--- src/hw/rtl/dpq_pkg.sv ---
// ----------------------------------------------------------------------------
// dpq_pkg
// Types and constants shared by the double-ended priority queue.
// ----------------------------------------------------------------------------
package dpq_pkg;

	localparam int VAL_W       = 32;
	localparam int CMD_W       = 2;
	localparam int S_TDATA_W   = 32;
	localparam int S_TUSER_W   = CMD_W;
	localparam int M_TDATA_W   = 72;

	typedef enum logic [CMD_W-1:0] {
		CMD_INSERT  = 2'd0,
		CMD_POP_MAX = 2'd1,
		CMD_POP_MIN = 2'd2
	} cmd_t;

	// One cell of the sorted chain.
	typedef struct packed {
		logic                    vld;
		logic signed [VAL_W-1:0] val;
	} cell_t;

	// Broadcast to every cell for one accepted word.
	typedef struct packed {
		logic                    ins;
		logic                    pop_max;
		logic                    pop_min;
		logic signed [VAL_W-1:0] value;
	} ctrl_t;

endpackage

--- src/hw/rtl/dpq_cell.sv ---
// ----------------------------------------------------------------------------
// dpq_cell
// One slot of the sorted chain: compares against the broadcast value and
// shifts with its neighbors.
// ----------------------------------------------------------------------------
module dpq_cell (
	input  logic           clk,
	input  logic           arst_n,
	input  dpq_pkg::ctrl_t ctl,
	input  dpq_pkg::cell_t left,
	input  logic           left_ins,
	input  dpq_pkg::cell_t right,
	output dpq_pkg::cell_t cur,
	output logic           ins_here
);

	logic                                 vld_q;
	logic signed [dpq_pkg::VAL_W-1:0]     val_q;

	// New value belongs here or lower: empty slot or we hold something larger.
	assign ins_here = !vld_q || (ctl.value < val_q);
	assign cur.vld  = vld_q;
	assign cur.val  = val_q;

	always_ff @(posedge clk or negedge arst_n) begin
		if (!arst_n) begin
			vld_q <= 1'b0;
		end else if (ctl.ins) begin
			if (left_ins) begin
				vld_q <= left.vld;
			end else if (ins_here) begin
				vld_q <= 1'b1;
			end
		end else if (ctl.pop_min) begin
			vld_q <= right.vld;
		end else if (ctl.pop_max) begin
			// top valid slot drops out
			vld_q <= vld_q && right.vld;
		end
	end

	always_ff @(posedge clk) begin
		if (ctl.ins) begin
			if (left_ins) begin
				val_q <= left.val;
			end else if (ins_here) begin
				val_q <= ctl.value;
			end
		end else if (ctl.pop_min) begin
			val_q <= right.val;
		end
	end

endmodule

--- config.mk ---
export PLATFORM = sky130hd
export DESIGN_NAME = dpq_cell
export DESIGN_NICKNAME = d
export VERILOG_FILES = /design/src/hw/rtl/dpq_pkg.sv /design/src/hw/rtl/dpq_cell.sv
export SDC_FILE = /design/constraint.sdc
export NUM_CORES = 1
export LEC_CHECK = 0
export BUFFER_PORTS_ARGS = -buffer_cell sky130_fd_sc_hd__buf_2
export CORE_ASPECT_RATIO = 1.4
export CORE_UTILIZATION = 46
export DETAILED_ROUTE_END_ITERATION = 8
export GPL_ROUTABILITY_DRIVEN = 1
export HOLD_SLACK_MARGIN = 0.1
export PLACE_DENSITY = 0.83
export SETUP_SLACK_MARGIN = 0.1
export SYNTH_ARGS = -nofsm -noshare
export SYNTH_HDL_FRONTEND = slang
export SYNTH_SLANG_ARGS = --single-unit
export TNS_END_PERCENT = 100
--- constraint.sdc ---
create_clock -name clk -period 5.4 [get_ports clk]
set_input_delay 0.54 -clock clk [delete_from_list [all_inputs] [get_ports clk]]
set_output_delay 0.54 -clock clk [all_outputs]
set_load 0.005 [all_outputs]
==> implementation parameters, run 1 <==
Parameter                              Value

Route
  First-pass iteration count of the detailed router    6
  Vias/cell    5.04
  DRC violations left    0
  DR WL/cell    13.2 um
  DR iter-0 viols    85
  Post-DRT Antenna Nets    0
  Via count    2340
  WL final    6130 um

Clock tree
  CTS sink count    33
  Clock slew at reported path FFs    0.07 ns
  Longest Clk Path Bufs    2
  Clock root buffer master    clkbuf_8
  Clock tree from TritonCTS    done
  Source-to-sink clock delay at the later pin of the worst-skew pair    0.28 ns
  Post-CTS Setup Inserts    0
  Number of CTS-inserted buffers    5
  CTS HTree Levels    2

Timing
  Setup TNS    0 ns
  Final Max Slew Viols    0
  Hold violation total from the final report    0
  RSZ-0062 raised after global routing    no
  Share of the cycle needed by the critical path after routing    0.564
  Post-route minimum period    3.05 ns
  Max-slew headroom at the worst pin    0.234
  Actual slew at the worst max-slew pin    1.15 ns
  Smallest setup slack after layout    2.35 ns
  Post-route clock skew    0.00702 ns
  Max frequency    328 MHz
  Final-report setup violation count    0

Placed design
  Sum of net half-perimeters after detailed placement    4860 um
  Final Wtd Congestion    0.746
  Worst-case setup slack after placement    2.07 ns
  Total of buffers placed on input and output ports    137
  Placed Cells incl. Taps    455
  Area of placed instances    3300 um^2

Die
  Number of top-level pins    138
  Area of the placeable core    5280 um^2
  Horizontal extent of the die    65.1 um
  Starting density of the core    0.486
  Vertical die dimension    90.4 um
  Count of standard-cell rows    31
  Floorplan die area    5890 um^2

Final layout
  Ant diodes    0
  Synth-to-layout area growth    32.1%
  Share of post-route cells with drive strength above 1    0.384
  Number of non-filler instances in the completed layout    464
  Number of inserted filler cells in the final layout    463
  Number of nets in the layout    532
  Finished Cell Area    3390 um^2

Global routing
  Residual overflow from global routing    0
  Vias in the first global route    2366
  First-pass GRT wire length    9730 um
  Total GRT Usage    0.211
  Initial antenna violation count    0
  Largest net degree at the start of global routing    71

Logic synthesis
  Most frequently used flop master after synthesis    edfxtp_1
  Top cells by area in the synthesized netlist    edfxtp_1, ha_1, mux2i_1, a21oi_1, nor2_1
  Sequential area share after synthesis    0.384
  YS warnings    0
  Cell taking the most area after synthesis    edfxtp_1
  Share of synthesized flip-flops with an asynchronous set or reset    0.0303
  Distinct cells, synth    38
  Flip-flop and latch count after synthesis    33
  Post-Syn Nets    399
  Top-count cell post-synth    a21oi_1
  Gate Count Post-Synth    264
  Most frequent cells after synthesis    a21oi_1, nor2_1, mux2i_1
  Share of Yosys cell area claimed by the top area cell type    0.374
  Syn_area_per_cell    9.72 um^2
  Post-synthesis instance area    2570 um^2
  Number of enable-type register cells in the synthesized netlist    32

Power
  Pwr Density    220 nW/um^2
  Worst vdd rail ir drop    0.179 mV
  Total leakage power    1.77 nW

Worst hold path
  Hold Crit Start    left[32]
  Hold WC Path Type    input port to flop
  Hold Path Cell Cnt    2
  Worst Hold End    vld_q

Run status
  Outcome    completed

Setup path
  Largest fanout of any net on the critical path    19
  Count of cells along the worst register-to-register path    9
  Slack of the worst reg-to-reg path    2.35 ns
  Critical Setup Path Class    flop to flop
  FF-to-FF End    val_q[3]
  Critical Path RT    5.36 ns
  Kind of capture point of the worst setup path    flop
  Data arrival time at the worst-slack endpoint    3.01 ns
  Kind of launch point of the worst setup path    flop
  R2r startpoint    val_q[5]

Run
  Count of max-cap constraint violations    0
final cells by class:
class / instances / area, um^2 / share of cell area
multi-input combinational: 187 / 1420 / 0.419
sequential: 33 / 986 / 0.291
timing repair buffer: 139 / 703 / 0.207
inverter: 31 / 116 / 0.0343
tap: 66 / 82.6 / 0.0244
clock buffer: 5 / 68.8 / 0.0203
clock inverter: 3 / 12.5 / 0.00369
critical path, stage by stage (launching register included):
cell,delay (ns)
edfxtp_1,0.40
inv_1,0.07
ha_1,0.23
a21o_1,0.18
a221oi_1,0.26
o31a_1,0.19
a2bb2oi_1,0.21
o22ai_1,0.13
a211oi_4,0.66
buf_4,0.39
through the flow:
step	hold slack (ns)	utilization	power (W)
3_3_place_gp	0.318	0.625	0.000569
3_5_place_dp	0.323	0.625	0.000578
4_1_cts	0.503	0.643	0.000752
5_1_grt	0.511	0.643	0.000791
2_1_floorplan	0.244	-	0.000476
6_report	0.512	0.643	0.000746
flip-flops by register name, indices dropped and copies added (netlist names):
register,flops
vld_q,1
val_q,32
layout by cell type (no fill, tap or decap), types with 2 or more instances in the layout:
cell type and count:
o21ai_0 3, ha_1 31, nor2_1 37, nand3b_1 2, a221oi_1 2, nand2_1 9
inv_1 31, mux2i_1 33, edfxtp_1 32, clkinv_1 2, nand4_1 2, nor3_1 2
nand3_1 3, buf_2 137, a21oi_1 41, o22a_1 2, clkbuf_8 5
repair_timing:
| item | in CTS | in global routing |
|---|---|---|
| resized for setup | 0 | 0 |
| hold buffers | 1 | 0 |
| endpoints found under the hold margin | 1 | 0 |
cell families (layout without fill, tap and decap cells):
family / count (synthesis) / count (layout) / synth area share
buf+inv: 44 / 178 / 0.0673
compound gates: 58 / 58 / 0.138
simple gates: 65 / 65 / 0.130
mux: 33 / 33 / 0.129
flops: 33 / 33 / 0.384
fa+ha+maj: 31 / 31 / 0.151
metal layers:
| metal | up-vias | wire length (um) | part of all wire | global-route usage |
|---|---|---|---|---|
| met2 | 87 | 3390 | 0.55 | 0.418 |
| met4 | 0 | 72 | 0.012 | 0.0670 |
| met5 | - | 0 | 0 | 0 |
| met3 | 6 | 308 | 0.050 | 0.0354 |
| met1 | 1036 | 2360 | 0.39 | 0.212 |
| li1 | 1211 | - | - | - |
worst max-delay path by stage:
stage                to      from  slack [ns]
3_5_place_dp   val_q[3]    ctl[5]        2.07
6_report       val_q[3]  val_q[5]        2.35
5_1_grt        val_q[3]  val_q[5]        2.07
2_1_floorplan  val_q[0]    ctl[5]        0.81
3_3_place_gp   val_q[3]    ctl[5]        2.11
4_1_cts        val_q[3]  val_q[5]        2.32
where the power goes:
| part | total (W) | internal [W] | switching (W) | leakage (nW) |
|---|---|---|---|---|
| sequential | 0.000333 | 0.000319 | 0.0000147 | 0.327 |
| clock | 0.000173 | 0.0000867 | 0.0000865 | 0.0430 |
| combinational | 0.000239 | 0.000116 | 0.000123 | 1.40 |
Note: power is estimated with default switching activity, not from simulation.
==> run 2: changes to the inputs <==
--- a/config.mk
+++ b/config.mk
@@ -5,13 +5,14 @@
 export SDC_FILE = /design/constraint.sdc
 export NUM_CORES = 1
 export LEC_CHECK = 0
+export ABC_AREA = 1
 export BUFFER_PORTS_ARGS = -buffer_cell sky130_fd_sc_hd__buf_2
 export CORE_ASPECT_RATIO = 1.4
-export CORE_UTILIZATION = 46
+export CORE_UTILIZATION = 41
 export DETAILED_ROUTE_END_ITERATION = 8
 export GPL_ROUTABILITY_DRIVEN = 1
 export HOLD_SLACK_MARGIN = 0.1
-export PLACE_DENSITY = 0.83
+export PLACE_DENSITY = 0.79
 export SETUP_SLACK_MARGIN = 0.1
 export SYNTH_ARGS = -nofsm -noshare
 export SYNTH_HDL_FRONTEND = slang
==> constraint.sdc (replaced) <==
create_clock -name clk -period 2.8 [get_ports clk]
set_input_delay 0.28 -clock clk [delete_from_list [all_inputs] [get_ports clk]]
set_output_delay 0.28 -clock clk [all_outputs]
set_load 0.005 [all_outputs]
==> implementation parameters, run 2 <==
Parameter                              Value

Clock tree
  Number of CTS-inserted buffers    5 (unchanged)
  Post-CTS Setup Inserts    0 (unchanged)
  CTS HTree Levels    2 (unchanged)
  Clock slew at reported path FFs    0.07 ns (about the same)
  Source-to-sink clock delay at the later pin of the worst-skew pair    0.29 ns (about the same)
  Clock tree from TritonCTS    done
  CTS sink count    33 (unchanged)
  Longest Clk Path Bufs    2 (unchanged)
  Clock root buffer master    clkbuf_8

Die
  Number of top-level pins    138 (unchanged)
  Horizontal extent of the die    68.2 um (+4.8%)
  Count of standard-cell rows    33 (+6.5%)
  Area of the placeable core    5900 um^2 (+12%)
  Vertical die dimension    94.7 um (+4.8%)
  Starting density of the core    0.426 (-0.0601)
  Floorplan die area    6460 um^2 (+9.8%)

Final layout
  Max FFs per register    32 (unchanged)
  Number of nets in the layout    601 (+13%)
  Leading cell type in the layout, fill and taps excluded    buf_2
  Synth-to-layout area growth    34.2%
  Largest registers ranked by flip-flop count    val_q: 32 flops, vld_q: 1 flops
  Top register by number of flip-flops    val_q
  Most frequent cells in the layout    buf_2, o21ai_0, nand2_1
  Ant diodes    0 (unchanged)
  Share of post-route cells with drive strength above 1    0.338 (-0.0461)
  Finished Cell Area    3380 um^2 (-0.33%)

Logic synthesis
  Top cells by area in the synthesized netlist    edfxtp_1, ha_1, o21ai_0, nand2_1, nor2_1
  Most frequent cells after synthesis    o21ai_0, nand2_1, nor2_1
  Cell taking the most area after synthesis    edfxtp_1
  Post-synthesis instance area    2520 um^2 (-1.9%)
  YS warnings    0 (unchanged)
  Share of synthesized flip-flops with an asynchronous set or reset    0.0303 (unchanged)
  Distinct cells, synth    21 (-45%)
  Gate Count Post-Synth    328 (+24%)
  Sequential area share after synthesis    0.392 (+0.00745)
  Top-count cell post-synth    o21ai_0
  Number of enable-type register cells in the synthesized netlist    32 (unchanged)
  Share of Yosys cell area claimed by the top area cell type    0.382 (+0.00726)
  Syn_area_per_cell    7.68 um^2 (-21%)
  Post-Syn Nets    463 (+16%)
  Flip-flop and latch count after synthesis    33 (unchanged)
  Most frequently used flop master after synthesis    edfxtp_1

Setup path
  Critical Setup Path Class    flop to flop
  FF-to-FF End    val_q[28]
  Kind of launch point of the worst setup path    flop
  Data arrival time at the worst-slack endpoint    2.35 ns (-0.66 ns)
  Worst-path cell chain    inv_1 > ha_1 > nand2_1 > inv_1 > nand3_1 > inv_1 > a21oi_1 > nand2_1 > nand2_1 > nand3_1 > nand4_2 > o21ai_0 > inv_2 > buf_4
  Kind of capture point of the worst setup path    flop
  Slack of the worst reg-to-reg path    0.44 ns (-1.92 ns)
  Slowest cell on crit path    edfxtp_1
  Buffers plus inverters on the worst setup path    5 (+3)
  Critical Path RT    2.79 ns (-2.57 ns)
  Count of cells along the worst register-to-register path    14 (+5)
  R2r startpoint    val_q[14]
  CP peak stage delay    0.40 ns (-0.26 ns)
  Cell family with most CP delay    buffers and inverters
  Largest fanout of any net on the critical path    10 (-9)

Power
  Combinational fraction of design power    0.307 (-0.014)
  Total leakage power    1.80 nW (+1.6%)
  Share of total power in sequential cells    0.448 (about the same)
  Net load switching power    0.000454 W (+100%)
  Worst vdd rail ir drop    0.212 mV (+18%)
  Power Internal    0.000987 W (+89%)
  Pwr Density    426 nW/um^2 (+94%)
  Switching power share of the total    0.315 (+0.0145)
  Clock power frac    0.244 (+0.012)

Timing
  Actual slew at the worst max-slew pin    0.576 ns (-0.574 ns)
  Hold Worst Slack    0.272 ns (-0.239 ns)
  Hold violation total from the final report    0 (unchanged)
  Max frequency    423 MHz (+29%)
  Max-slew headroom at the worst pin    0.616 (+0.382)
  Post-route minimum period    2.36 ns (-0.684 ns)
  Final Max Slew Viols    0 (unchanged)
  Final-report setup violation count    0 (unchanged)
  Setup TNS    0 ns (unchanged)
  RSZ-0062 raised after global routing    no
  Share of the cycle needed by the critical path after routing    0.844 (+0.280)
  Post-route clock skew    0.00653 ns (-0.000492 ns)

Route
  First-pass iteration count of the detailed router    4 (-2)
  DR iter-0 viols    107 (+26%)
  WL final    7240 um (+18%)
  DR WL/cell    13.5 um (+2.0%)
  Vias/cell    5.03 (-0.19%)
  DRC violations left    0 (unchanged)
  Post-DRT Antenna Nets    0 (unchanged)
  Via count    2703 (+16%)

Worst hold path
  Worst Hold End    val_q[30]
  Hold WC Path Type    input port to flop
  Hold Crit Start    right[30]
  Hold Path Cell Cnt    3 (+1)

Global routing
  Largest net degree at the start of global routing    34 (-52%)
  Total GRT Usage    0.231 (+0.0206)
  Vias in the first global route    2600 (+9.9%)
  Initial antenna violation count    0 (unchanged)
  First-pass GRT wire length    11100 um (+14%)
  Residual overflow from global routing    0 (unchanged)

Run
  Count of max-cap constraint violations    0 (unchanged)

Placed design
  Total of buffers placed on input and output ports    137 (unchanged)
  Final Wtd Congestion    0.878 (+18%)
  Sum of net half-perimeters after detailed placement    5720 um (+18%)
  Area of placed instances    3290 um^2 (-0.38%)

Run status
  Outcome    completed
==> run 2: timing repair <==
action                                  4_1_cts  5_1_grt
endpoints found under the setup margin        0       27
gates resized for setup                       0        1
endpoints found under the hold margin         1        0
hold buffers                                  1        0
==> run 2: cells by family (layout without fill, tap and decap cells) <==
group                    after synthesis  in the layout  synth area share
AO/OA/AOI/OAI                         86             86             0.172
adder cells (fa/ha/maj)               31             31             0.154
buffers and inverters                 57            196            0.0870
flip-flops                            33             33             0.392
AND/OR/NAND/NOR                      121            121             0.195
==> run 2: power by group through the flow <==
stage,Combinational [W],Clock (W),Sequential [W]
6_report,0.000443,0.000352,0.000646
5_1_grt,0.000516,0.000376,0.000653
4_1_cts,0.000448,0.000356,0.000646
3_5_place_dp,0.000443,0,0.000656
3_3_place_gp,0.000429,0,0.000654
2_1_floorplan,0.000230,0,0.000660
==> run 2: per-layer routing <==
layer,vias up,global-route usage,wire length [um]
met1,1195,0.251,2880
li1,1365,-,-
met3,16,0.0411,501
met4,0,0.109,190
met5,-,0,0
met2,127,0.417,3670
==> run 2: per-stage QoR <==
step            util  total power (W)  std cells  setup slack (ns)
2_1_floorplan      -         0.000890        328             0.322
3_3_place_gp   0.556          0.00108        528             0.326
3_5_place_dp   0.556          0.00110        528             0.291
4_1_cts        0.572          0.00145        537             0.283
5_1_grt        0.572          0.00154        537             0.165
6_report       0.572          0.00144        537             0.436
==> run 2: area by class of cell <==
type                       count  area, um^2
fill                         556        2530
inverter                      43         161
sequential                    33         986
multi-input combinational    238        1310
tap                           70        87.6
clock buffer                   6        72.6
clock inverter                 2        10.0
timing repair buffer         145         748
==> run 2: worst max-delay path by stage <==
stage               from   endpoint  slack (ns)  cells after the start
2_1_floorplan  val_q[21]   val_q[0]        0.32                     11
3_3_place_gp     ctl[15]   val_q[1]        0.33                     14
3_5_place_dp     ctl[15]   val_q[4]        0.29                     14
4_1_cts        val_q[14]   val_q[0]        0.28                     14
5_1_grt        val_q[15]  val_q[28]        0.16                     14
6_report       val_q[14]  val_q[28]        0.44                     14
==> run 2: worst reg2reg max path, stage by stage, from the launching register on <==
cell and delay (ns):
edfxtp_1 0.40, inv_1 0.07, ha_1 0.22, nand2_1 0.08
inv_1 0.04, nand3_1 0.10, inv_1 0.06, a21oi_1 0.20
nand2_1 0.08, nand2_1 0.08, nand3_1 0.10, nand4_2 0.12
o21ai_0 0.11, inv_2 0.17, buf_4 0.23
